[config.mk]
export PLATFORM = sky130hd
export DESIGN_NAME = epoch_seconds_to_utc_date_top
export DESIGN_NICKNAME = d
export VERILOG_FILES = /design/src/es2ud_pkg.sv /design/src/epoch_seconds_to_utc_date_top.sv /design/src/es2ud_ctrl.sv /design/src/es2ud_dp.sv
export VERILOG_INCLUDE_DIRS = /design/src /design/src/src
export SDC_FILE = /design/constraint.sdc
export NUM_CORES = 2
export LEC_CHECK = 0
export BUFFER_PORTS_ARGS = -buffer_cell sky130_fd_sc_hd__buf_2
export CORE_ASPECT_RATIO = 0.8
export CORE_MARGIN = 3
export CORE_UTILIZATION = 55
export CTS_BUF_LIST = sky130_fd_sc_hd__clkbuf_8
export CTS_CLUSTER_SIZE = 24
export DETAILED_ROUTE_END_ITERATION = 10
export PLACE_DENSITY = 0.77
export SLEW_MARGIN = 30
export SYNTH_ARGS = -nofsm -noshare
export SYNTH_HDL_FRONTEND = slang
export SYNTH_SLANG_ARGS = --single-unit
[constraint.sdc]
create_clock -name aclk -period 11.8 [get_ports aclk]
set_input_delay 1.77 -clock aclk [delete_from_list [all_inputs] [get_ports aclk]]
set_output_delay 1.77 -clock aclk [all_outputs]
set_load 0.01 [all_outputs]
[src/epoch_seconds_to_utc_date_top_assert.svh]
// ----------------------------------------------------------------------------
// Assertion macros for the epoch-to-UTC-date converter
// Shared property wrappers, clocked on aclk and disabled while in reset.
// ----------------------------------------------------------------------------
`ifndef EPOCH_SECONDS_TO_UTC_DATE_TOP_ASSERT_SVH
`define EPOCH_SECONDS_TO_UTC_DATE_TOP_ASSERT_SVH

// same-cycle implication
`define ES2UD_CHK_SAME(lbl, ante, cons, msg) \
    lbl: assert property (@(posedge aclk) disable iff (!aresetn) (ante) |-> (cons)) \
        else $error(msg);

// next-cycle implication
`define ES2UD_CHK_NEXT(lbl, ante, cons, msg) \
    lbl: assert property (@(posedge aclk) disable iff (!aresetn) (ante) |=> (cons)) \
        else $error(msg);

`endif

[src/es2ud_pkg.sv]
// ----------------------------------------------------------------------------
// es2ud_pkg
// Types, constants and table functions for the epoch-to-UTC-date converter.
// ----------------------------------------------------------------------------
`timescale 1ns / 1ps
`default_nettype none

package es2ud_pkg;

    localparam int S_DATA_W = 32;
    localparam int M_DATA_W = 40;

    localparam logic [11:0] EPOCH_YEAR = 12'd1970;

    typedef enum logic [2:0] {
        ST_IDLE,
        ST_MUL,
        ST_FIX,
        ST_YEAR,
        ST_MONTH
    } state_t;

    typedef enum logic [1:0] {
        DIV_SEC,
        DIV_MIN,
        DIV_HOUR,
        DIV_WDAY
    } div_sel_t;

    typedef struct packed {
        logic     load;
        logic     mul;
        logic     fix;
        div_sel_t div_sel;
        logic     year_step;
        logic     month_step;
        logic     out_load;
    } cmd_t;

    typedef struct packed {
        logic year_done;
        logic month_done;
        logic out_free;
    } sts_t;

    // reciprocal of the divisor, rounded down; shift applied in the datapath
    function automatic logic [31:0] div_magic(input div_sel_t sel);
        logic [31:0] m;
        case (sel)
            DIV_SEC:  m = 32'h8888_8888;   // 2^37 / 60
            DIV_MIN:  m = 32'h8888_8888;   // 2^37 / 60
            DIV_HOUR: m = 32'hAAAA_AAAA;   // 2^36 / 24
            DIV_WDAY: m = 32'h9249_2492;   // 2^34 / 7
            default:  m = 32'h8888_8888;
        endcase
        return m;
    endfunction

    function automatic logic [5:0] div_const(input div_sel_t sel);
        logic [5:0] d;
        case (sel)
            DIV_SEC:  d = 6'd60;
            DIV_MIN:  d = 6'd60;
            DIV_HOUR: d = 6'd24;
            DIV_WDAY: d = 6'd7;
            default:  d = 6'd60;
        endcase
        return d;
    endfunction

    // offsets 0..255 span 1970..2225; centuries there are 2000, 2100, 2200
    function automatic logic leap_year(input logic [7:0] off);
        logic [11:0] y;
        y = EPOCH_YEAR + {4'd0, off};
        return (y[1:0] == 2'd0) && (y != 12'd2100) && (y != 12'd2200);
    endfunction

    function automatic logic [4:0] month_len(input logic [3:0] mon, input logic leap);
        logic [4:0] l;
        case (mon)
            4'd0:    l = 5'd31;
            4'd1:    l = leap ? 5'd29 : 5'd28;
            4'd2:    l = 5'd31;
            4'd3:    l = 5'd30;
            4'd4:    l = 5'd31;
            4'd5:    l = 5'd30;
            4'd6:    l = 5'd31;
            4'd7:    l = 5'd31;
            4'd8:    l = 5'd30;
            4'd9:    l = 5'd31;
            4'd10:   l = 5'd30;
            4'd11:   l = 5'd31;
            default: l = 5'd31;
        endcase
        return l;
    endfunction

endpackage

`default_nettype wire

[src/epoch_seconds_to_utc_date_top.sv]
// ----------------------------------------------------------------------------
// epoch_seconds_to_utc_date_top
// Unix seconds to broken-down UTC date (time of day, weekday, year, month, day).
//
//  Channel   Dir  tdata fields (low bit first)
//  s_        in   epoch_seconds[31:0]
//  m_        out  second[5:0] minute[11:6] hour[16:12] weekday[19:17]
//                 years_since_1970[27:20] month_index[31:28] day_of_month[36:32]
//
// One transfer at a time: an accept state, then four reciprocal divides
// (60, 60, 24, 7) on one 32x32 multiplier, each a multiply and a fix state,
// then the year walk and the month walk, one year or one month per step.
// Result sits in an output register; the next input is taken while it waits,
// and the month walk holds only if the previous result is still not taken.
// Synchronous active-low reset clears control only.
// ----------------------------------------------------------------------------
`timescale 1ns / 1ps
`default_nettype none

module epoch_seconds_to_utc_date_top (
    input  wire logic                           aclk,
    input  wire logic                           aresetn,
    input  wire logic                           s_tvalid,
    output logic                                s_tready,
    input  wire logic [es2ud_pkg::S_DATA_W-1:0] s_tdata,   // epoch_seconds
    output logic                                m_tvalid,
    input  wire logic                           m_tready,
    output logic [es2ud_pkg::M_DATA_W-1:0]      m_tdata    // second, minute, hour,
                                                           // weekday, years_since_1970,
                                                           // month_index, day_of_month
);

    es2ud_pkg::cmd_t cmd;
    es2ud_pkg::sts_t sts;

    es2ud_ctrl u_ctrl (
        .aclk     (aclk),
        .aresetn  (aresetn),
        .s_tvalid (s_tvalid),
        .s_tready (s_tready),
        .sts      (sts),
        .cmd      (cmd)
    );

    es2ud_dp u_dp (
        .aclk     (aclk),
        .aresetn  (aresetn),
        .s_tdata  (s_tdata),
        .cmd      (cmd),
        .sts      (sts),
        .m_tvalid (m_tvalid),
        .m_tready (m_tready),
        .m_tdata  (m_tdata)
    );

`include "epoch_seconds_to_utc_date_top_assert.svh"

    `ES2UD_CHK_SAME(a_fields_range, m_tvalid,
        (m_tdata[5:0] < 6'd60) && (m_tdata[11:6] < 6'd60) && (m_tdata[16:12] < 5'd24)
        && (m_tdata[19:17] < 3'd7) && (m_tdata[31:28] < 4'd12) && (m_tdata[36:32] != 5'd0),
        "result field out of range")
    `ES2UD_CHK_NEXT(a_busy_after_accept, s_tvalid && s_tready, !s_tready, "accepted while converting")
    `ES2UD_CHK_NEXT(a_result_after_work, !s_tready && cmd.out_load,
        s_tready && m_tvalid, "result load did not complete")

endmodule

`default_nettype wire

[src/es2ud_ctrl.sv]
// ----------------------------------------------------------------------------
// es2ud_ctrl
// Sequencer: four constant divides, then the year and month walks.
// ----------------------------------------------------------------------------
`timescale 1ns / 1ps
`default_nettype none

module es2ud_ctrl (
    input  wire logic            aclk,
    input  wire logic            aresetn,
    input  wire logic            s_tvalid,
    output logic                 s_tready,
    input  wire es2ud_pkg::sts_t sts,
    output es2ud_pkg::cmd_t      cmd
);

    es2ud_pkg::state_t   state_reg, state_next;
    es2ud_pkg::div_sel_t sel_reg, sel_next;

    always_ff @(posedge aclk) begin
        if (!aresetn) begin
            state_reg <= es2ud_pkg::ST_IDLE;
            sel_reg   <= es2ud_pkg::DIV_SEC;
        end else begin
            state_reg <= state_next;
            sel_reg   <= sel_next;
        end
    end

    always_comb begin
        state_next = state_reg;
        sel_next   = sel_reg;
        s_tready   = 1'b0;
        cmd        = '0;
        cmd.div_sel = sel_reg;
        case (state_reg)
            es2ud_pkg::ST_IDLE: begin
                s_tready = 1'b1;
                if (s_tvalid) begin
                    cmd.load   = 1'b1;
                    sel_next   = es2ud_pkg::DIV_SEC;
                    state_next = es2ud_pkg::ST_MUL;
                end
            end
            es2ud_pkg::ST_MUL: begin
                cmd.mul    = 1'b1;
                state_next = es2ud_pkg::ST_FIX;
            end
            es2ud_pkg::ST_FIX: begin
                cmd.fix = 1'b1;
                case (sel_reg)
                    es2ud_pkg::DIV_SEC:  sel_next = es2ud_pkg::DIV_MIN;
                    es2ud_pkg::DIV_MIN:  sel_next = es2ud_pkg::DIV_HOUR;
                    es2ud_pkg::DIV_HOUR: sel_next = es2ud_pkg::DIV_WDAY;
                    default:             sel_next = es2ud_pkg::DIV_SEC;
                endcase
                if (sel_reg == es2ud_pkg::DIV_WDAY) begin
                    state_next = es2ud_pkg::ST_YEAR;
                end else begin
                    state_next = es2ud_pkg::ST_MUL;
                end
            end
            es2ud_pkg::ST_YEAR: begin
                if (sts.year_done) begin
                    state_next = es2ud_pkg::ST_MONTH;
                end else begin
                    cmd.year_step = 1'b1;
                end
            end
            es2ud_pkg::ST_MONTH: begin
                if (sts.month_done) begin
                    if (sts.out_free) begin
                        cmd.out_load = 1'b1;
                        state_next   = es2ud_pkg::ST_IDLE;
                    end
                end else begin
                    cmd.month_step = 1'b1;
                end
            end
            default: begin
                state_next = es2ud_pkg::ST_IDLE;
            end
        endcase
    end

endmodule

`default_nettype wire

[src/es2ud_dp.sv]
// ----------------------------------------------------------------------------
// es2ud_dp
// Datapath: shared reciprocal divider, year/month walk, output register.
// ----------------------------------------------------------------------------
`timescale 1ns / 1ps
`default_nettype none

module es2ud_dp (
    input  wire logic                              aclk,
    input  wire logic                              aresetn,
    input  wire logic [es2ud_pkg::S_DATA_W-1:0]    s_tdata,
    input  wire es2ud_pkg::cmd_t                   cmd,
    output es2ud_pkg::sts_t                        sts,
    output logic                                   m_tvalid,
    input  wire logic                              m_tready,
    output logic [es2ud_pkg::M_DATA_W-1:0]         m_tdata
);

    logic [31:0] t_reg, t_next;
    logic [63:0] prod_reg;
    logic [5:0]  sec_reg, min_reg;
    logic [4:0]  hr_reg;
    logic [2:0]  wd_reg;
    logic [7:0]  year_reg;
    logic [3:0]  mon_reg;
    logic        m_tvalid_reg;
    logic [es2ud_pkg::M_DATA_W-1:0] out_reg;

    logic [31:0] x;
    logic [31:0] q0, q;
    logic [31:0] r_raw;
    logic [6:0]  r;
    logic [5:0]  dconst;
    logic        leap;
    logic [8:0]  ylen;
    logic [4:0]  mlen;

    always_comb begin
        dconst = es2ud_pkg::div_const(cmd.div_sel);
        x      = (cmd.div_sel == es2ud_pkg::DIV_WDAY) ? t_reg + 32'd4 : t_reg;
        case (cmd.div_sel)
            es2ud_pkg::DIV_SEC:  q0 = {5'd0, prod_reg[63:37]};
            es2ud_pkg::DIV_MIN:  q0 = {5'd0, prod_reg[63:37]};
            es2ud_pkg::DIV_HOUR: q0 = {4'd0, prod_reg[63:36]};
            es2ud_pkg::DIV_WDAY: q0 = {2'd0, prod_reg[63:34]};
            default:             q0 = {5'd0, prod_reg[63:37]};
        endcase
        // estimate is exact or one low: remainder lies below twice the divisor
        r_raw = x - 32'(q0 * {26'd0, dconst});
        if (r_raw[7:0] >= {2'd0, dconst}) begin
            r = 7'(r_raw[7:0] - {2'd0, dconst});
            q = q0 + 32'd1;
        end else begin
            r = r_raw[6:0];
            q = q0;
        end
    end

    assign leap = es2ud_pkg::leap_year(year_reg);
    assign ylen = leap ? 9'd366 : 9'd365;
    assign mlen = es2ud_pkg::month_len(mon_reg, leap);

    always_comb begin
        t_next = t_reg;
        if (cmd.load) begin
            t_next = s_tdata;
        end else if (cmd.fix && cmd.div_sel != es2ud_pkg::DIV_WDAY) begin
            t_next = q;
        end else if (cmd.year_step) begin
            t_next = t_reg - {23'd0, ylen};
        end else if (cmd.month_step) begin
            t_next = t_reg - {27'd0, mlen};
        end
    end

    always_ff @(posedge aclk) begin
        t_reg <= t_next;
        if (cmd.mul) begin
            prod_reg <= {32'd0, x} * {32'd0, es2ud_pkg::div_magic(cmd.div_sel)};
        end
        if (cmd.fix) begin
            case (cmd.div_sel)
                es2ud_pkg::DIV_SEC:  sec_reg <= r[5:0];
                es2ud_pkg::DIV_MIN:  min_reg <= r[5:0];
                es2ud_pkg::DIV_HOUR: hr_reg  <= r[4:0];
                es2ud_pkg::DIV_WDAY: wd_reg  <= r[2:0];
                default:             sec_reg <= r[5:0];
            endcase
        end
        if (cmd.load) begin
            year_reg <= 8'd0;
        end else if (cmd.year_step) begin
            year_reg <= year_reg + 8'd1;
        end
        if (cmd.load) begin
            mon_reg <= 4'd0;
        end else if (cmd.month_step) begin
            mon_reg <= mon_reg + 4'd1;
        end
        if (cmd.out_load) begin
            out_reg <= {3'd0, 5'(t_reg[4:0] + 5'd1), mon_reg, year_reg,
                        wd_reg, hr_reg, min_reg, sec_reg};
        end
    end

    always_ff @(posedge aclk) begin
        if (!aresetn) begin
            m_tvalid_reg <= 1'b0;
        end else if (cmd.out_load) begin
            m_tvalid_reg <= 1'b1;
        end else if (m_tready) begin
            m_tvalid_reg <= 1'b0;
        end
    end

    assign sts.year_done  = t_reg < {23'd0, ylen};
    assign sts.month_done = (t_reg < {27'd0, mlen}) || (mon_reg == 4'd11);
    assign sts.out_free   = !m_tvalid_reg || m_tready;

    assign m_tvalid = m_tvalid_reg;
    assign m_tdata  = out_reg;

endmodule

`default_nettype wire

==> impl_metrics.py <==
metrics = {
    "outcome": {
        "outcome": "finished, final reports clean",
    },
    "clock_network": {
        "cts-root-buf": "clkbuf_8",
        "post-cts-setup-buffers": 0,
        "cts.path.max_buffers": 2,
        "cts_resized": 0,
        "cts_sinks": 137,
        "clkLatencyLatePin_ps": 490,
        "h-tree-depth": 4,
        "clk_pin_slew_ps": 90,
        "cts_buffers": 17,
        "tritoncts": "done",
        "ctsHoldBuffers": 0,
    },
    "synth": {
        "synthesis.area_sq_um": 30400,
        "yosysSeqAreaShare_pct": 12.9,
        "synth_ff_type": "edfxtp_1",
        "yosys.area.top_type": "fa_1",
        "synth_cells": 3141,
        "ys_types": 81,
        "synth.top_cell.area_share_pct": 36.3,
        "ys_ff_latch": 137,
        "synth_top_cells_by_area": "fa_1 36%, ha_1 17%, edfxtp_1 12%",
        "yosysWarnings": 0,
        "syn_area_per_cell_sq_um": 9.68,
        "synth-edff-count": 119,
        "async_reset_ff_share_pct": 0,
    },
    "worst_setup_path": {
        "crit_required_ps": 12030,
        "r2r_setup_slack_ps": 720,
        "path_class": "reg2reg",
        "cp_common_cell": "fa_1",
        "critical_path.slowest_cell": "nor4_1",
        "cp_max_fo": 10,
        "end_kind": "register",
        "cp.arrival_ps": 11310,
        "rr_endpoint": "u_dp.prod_reg[60]",
        "startpoint_type": "register",
        "timing.rr.start": "u_dp.t_reg[2]",
        "reg2reg_depth": 31,
        "critPathMaxStageDelay_ps": 780,
    },
    "routing": {
        "vias": 21700,
        "vias_per_cell": 5.48,
        "wl_mm": 80.3,
        "routedWlPerCell_um": 20.3,
        "dr.pass1.iters": 7,
        "postRouteAntennaNets": 0,
        "drtIter0Drc": 2287,
        "drcViolationCount": 0,
    },
    "floorplan": {
        "die_w_um": 269,
        "io_pins": 78,
        "initial_core_util_pct": 56.0,
        "die-area_sq_um": 58200,
        "die_h_um": 216,
        "core_sq_um": 54300,
        "num_rows": 76,
    },
    "layout": {
        "design_area_sq_um": 32000,
        "finish.net_count": 4203,
        "largest_reg_flops": 37,
        "fillCellCount": 4613,
        "drive_above_1_share_pct": 5.19,
        "area_delta_synth_final_pct": 5.35,
    },
    "sta": {
        "tightest_slew_ps": 1030,
        "grt_setup_unrepaired": "false",
        "setup_violations": 0,
        "fin_crit_ps": 11080,
        "max_slew_margin_pct": 30.8,
        "slew_violations": 0,
        "finalHoldViolCount": 0,
        "max_clock_freq_ghz": 0.0902,
        "period_share_pct": 93.9,
        "finalSetupTns_ps": 0,
        "skew_ps": 20.8,
    },
    "grt": {
        "grt.overflow.total": 0,
        "grt_pass1_vias": 22500,
        "grt_usage_pct": 28.9,
        "grt_max_degree": 67,
        "grt_pass1_wl_mm": 128,
        "grt_antenna_before_repair": 1,
    },
    "hold_path": {
        "hold_end": "u_dp.m_tdata[12]",
        "hold_depth": 0,
        "hp-start": "u_dp.hr_reg[0]",
        "hp-class": "reg2reg",
    },
    "placed_design": {
        "gp_congestion": 1.01,
        "io_buffers": 74,
        "place_area_sq_um": 31700,
        "post-dp-hpwl_mm": 71.3,
    },
    "flow_run": {
        "maxCapViolations": 0,
    },
}
-- worst max-delay path by stage --
stage,start,end,cells past startpoint,slack [ps]
floorplan,u_ctrl.sel_reg[1],u_dp.prod_reg[60],34,2400
global placement,u_dp.t_reg[2],u_dp.prod_reg[58],31,1250
detailed placement,u_dp.t_reg[2],u_dp.prod_reg[60],31,1100
CTS,u_dp.t_reg[2],u_dp.prod_reg[60],31,1040
global route,u_dp.t_reg[2],u_dp.prod_reg[59],30,290
finish,u_dp.t_reg[2],u_dp.prod_reg[60],31,720
-- cells by family (layout without fill, tap and decap cells) --
kind of cell	after synthesis	count (layout)	synth area share, %
simple gates	520	520	8.45
compound gates	334	334	7.33
xor+xnor	177	177	5.20
buf+inv	998	1048	12.5
flops	137	137	12.9
other cells	2	27	0.0247
fa+ha+maj	965	965	53.3
mux	8	8	0.267
-- final cells by class --
cell class	count	area, sq um	area share, %
Antenna cell	1	2.50	0.00781
Clock buffer	17	234	0.730
Clock inverter	15	141	0.441
Inverter	922	3460	10.8
Multi-Input combinational cell	2030	22800	71.2
Sequential cell	137	3930	12.3
Tap cell	741	927	2.89
Timing Repair Buffer	94	520	1.62
-- synth_stat cells, types with 30 or more instances --
cell	count
o21ai_0	48
clkbuf_1	50
xnor2_1	109
nand2_1	146
nor2_1	151
a21oi_1	99
nand3_1	30
a21o_1	32
edfxtp_1	119
xor2_1	66
fa_1	551
inv_1	922
ha_1	414
-- critical path: cells and delay by family (launching register included) --
| kind | cells | cell delay [ps] |
|---|---|---|
| compound gates | 5 | 1640 |
| xor+xnor | 2 | 610 |
| fa+ha+maj | 10 | 4600 |
| buf+inv | 4 | 210 |
| flops | 1 | 580 |
| simple gates | 10 | 3180 |
-- through the flow --
stage               std cells  hold slack, ps  util [%]  setup slack, ps
detailed placement       3924             405      58.3             1100
floorplan                3165             400         -             2400
finish                   3957             419      59.0              716
global placement         3924             401      58.3             1250
global route             3957             427      59.0              294
CTS                      3956             424      59.0             1040
-- layer usage --
metal	share of wire, %	vias up	track usage [%]
met4	2.8	0	7.16
met3	10	127	6.25
met2	43	1069	42.8
met1	44	10700	43.2
met5	0	-	0
li1	-	9833	-
-- placed cells by master (no fill, tap or decap), types with 25 or more instances in the layout --
cell,instances
a21o_1,32
a21oi_1,99
buf_2,74
conb_1,26
edfxtp_1,119
fa_1,551
ha_1,411
inv_1,923
nand2_1,145
nand3_1,30
nor2_1,150
nor2b_1,25
o21ai_0,47
xnor2_1,107
xor2_1,66
Power is left out: the tool's default activity adds up to more than one toggle a clock period on the data nets, which glitch-free logic cannot reach.
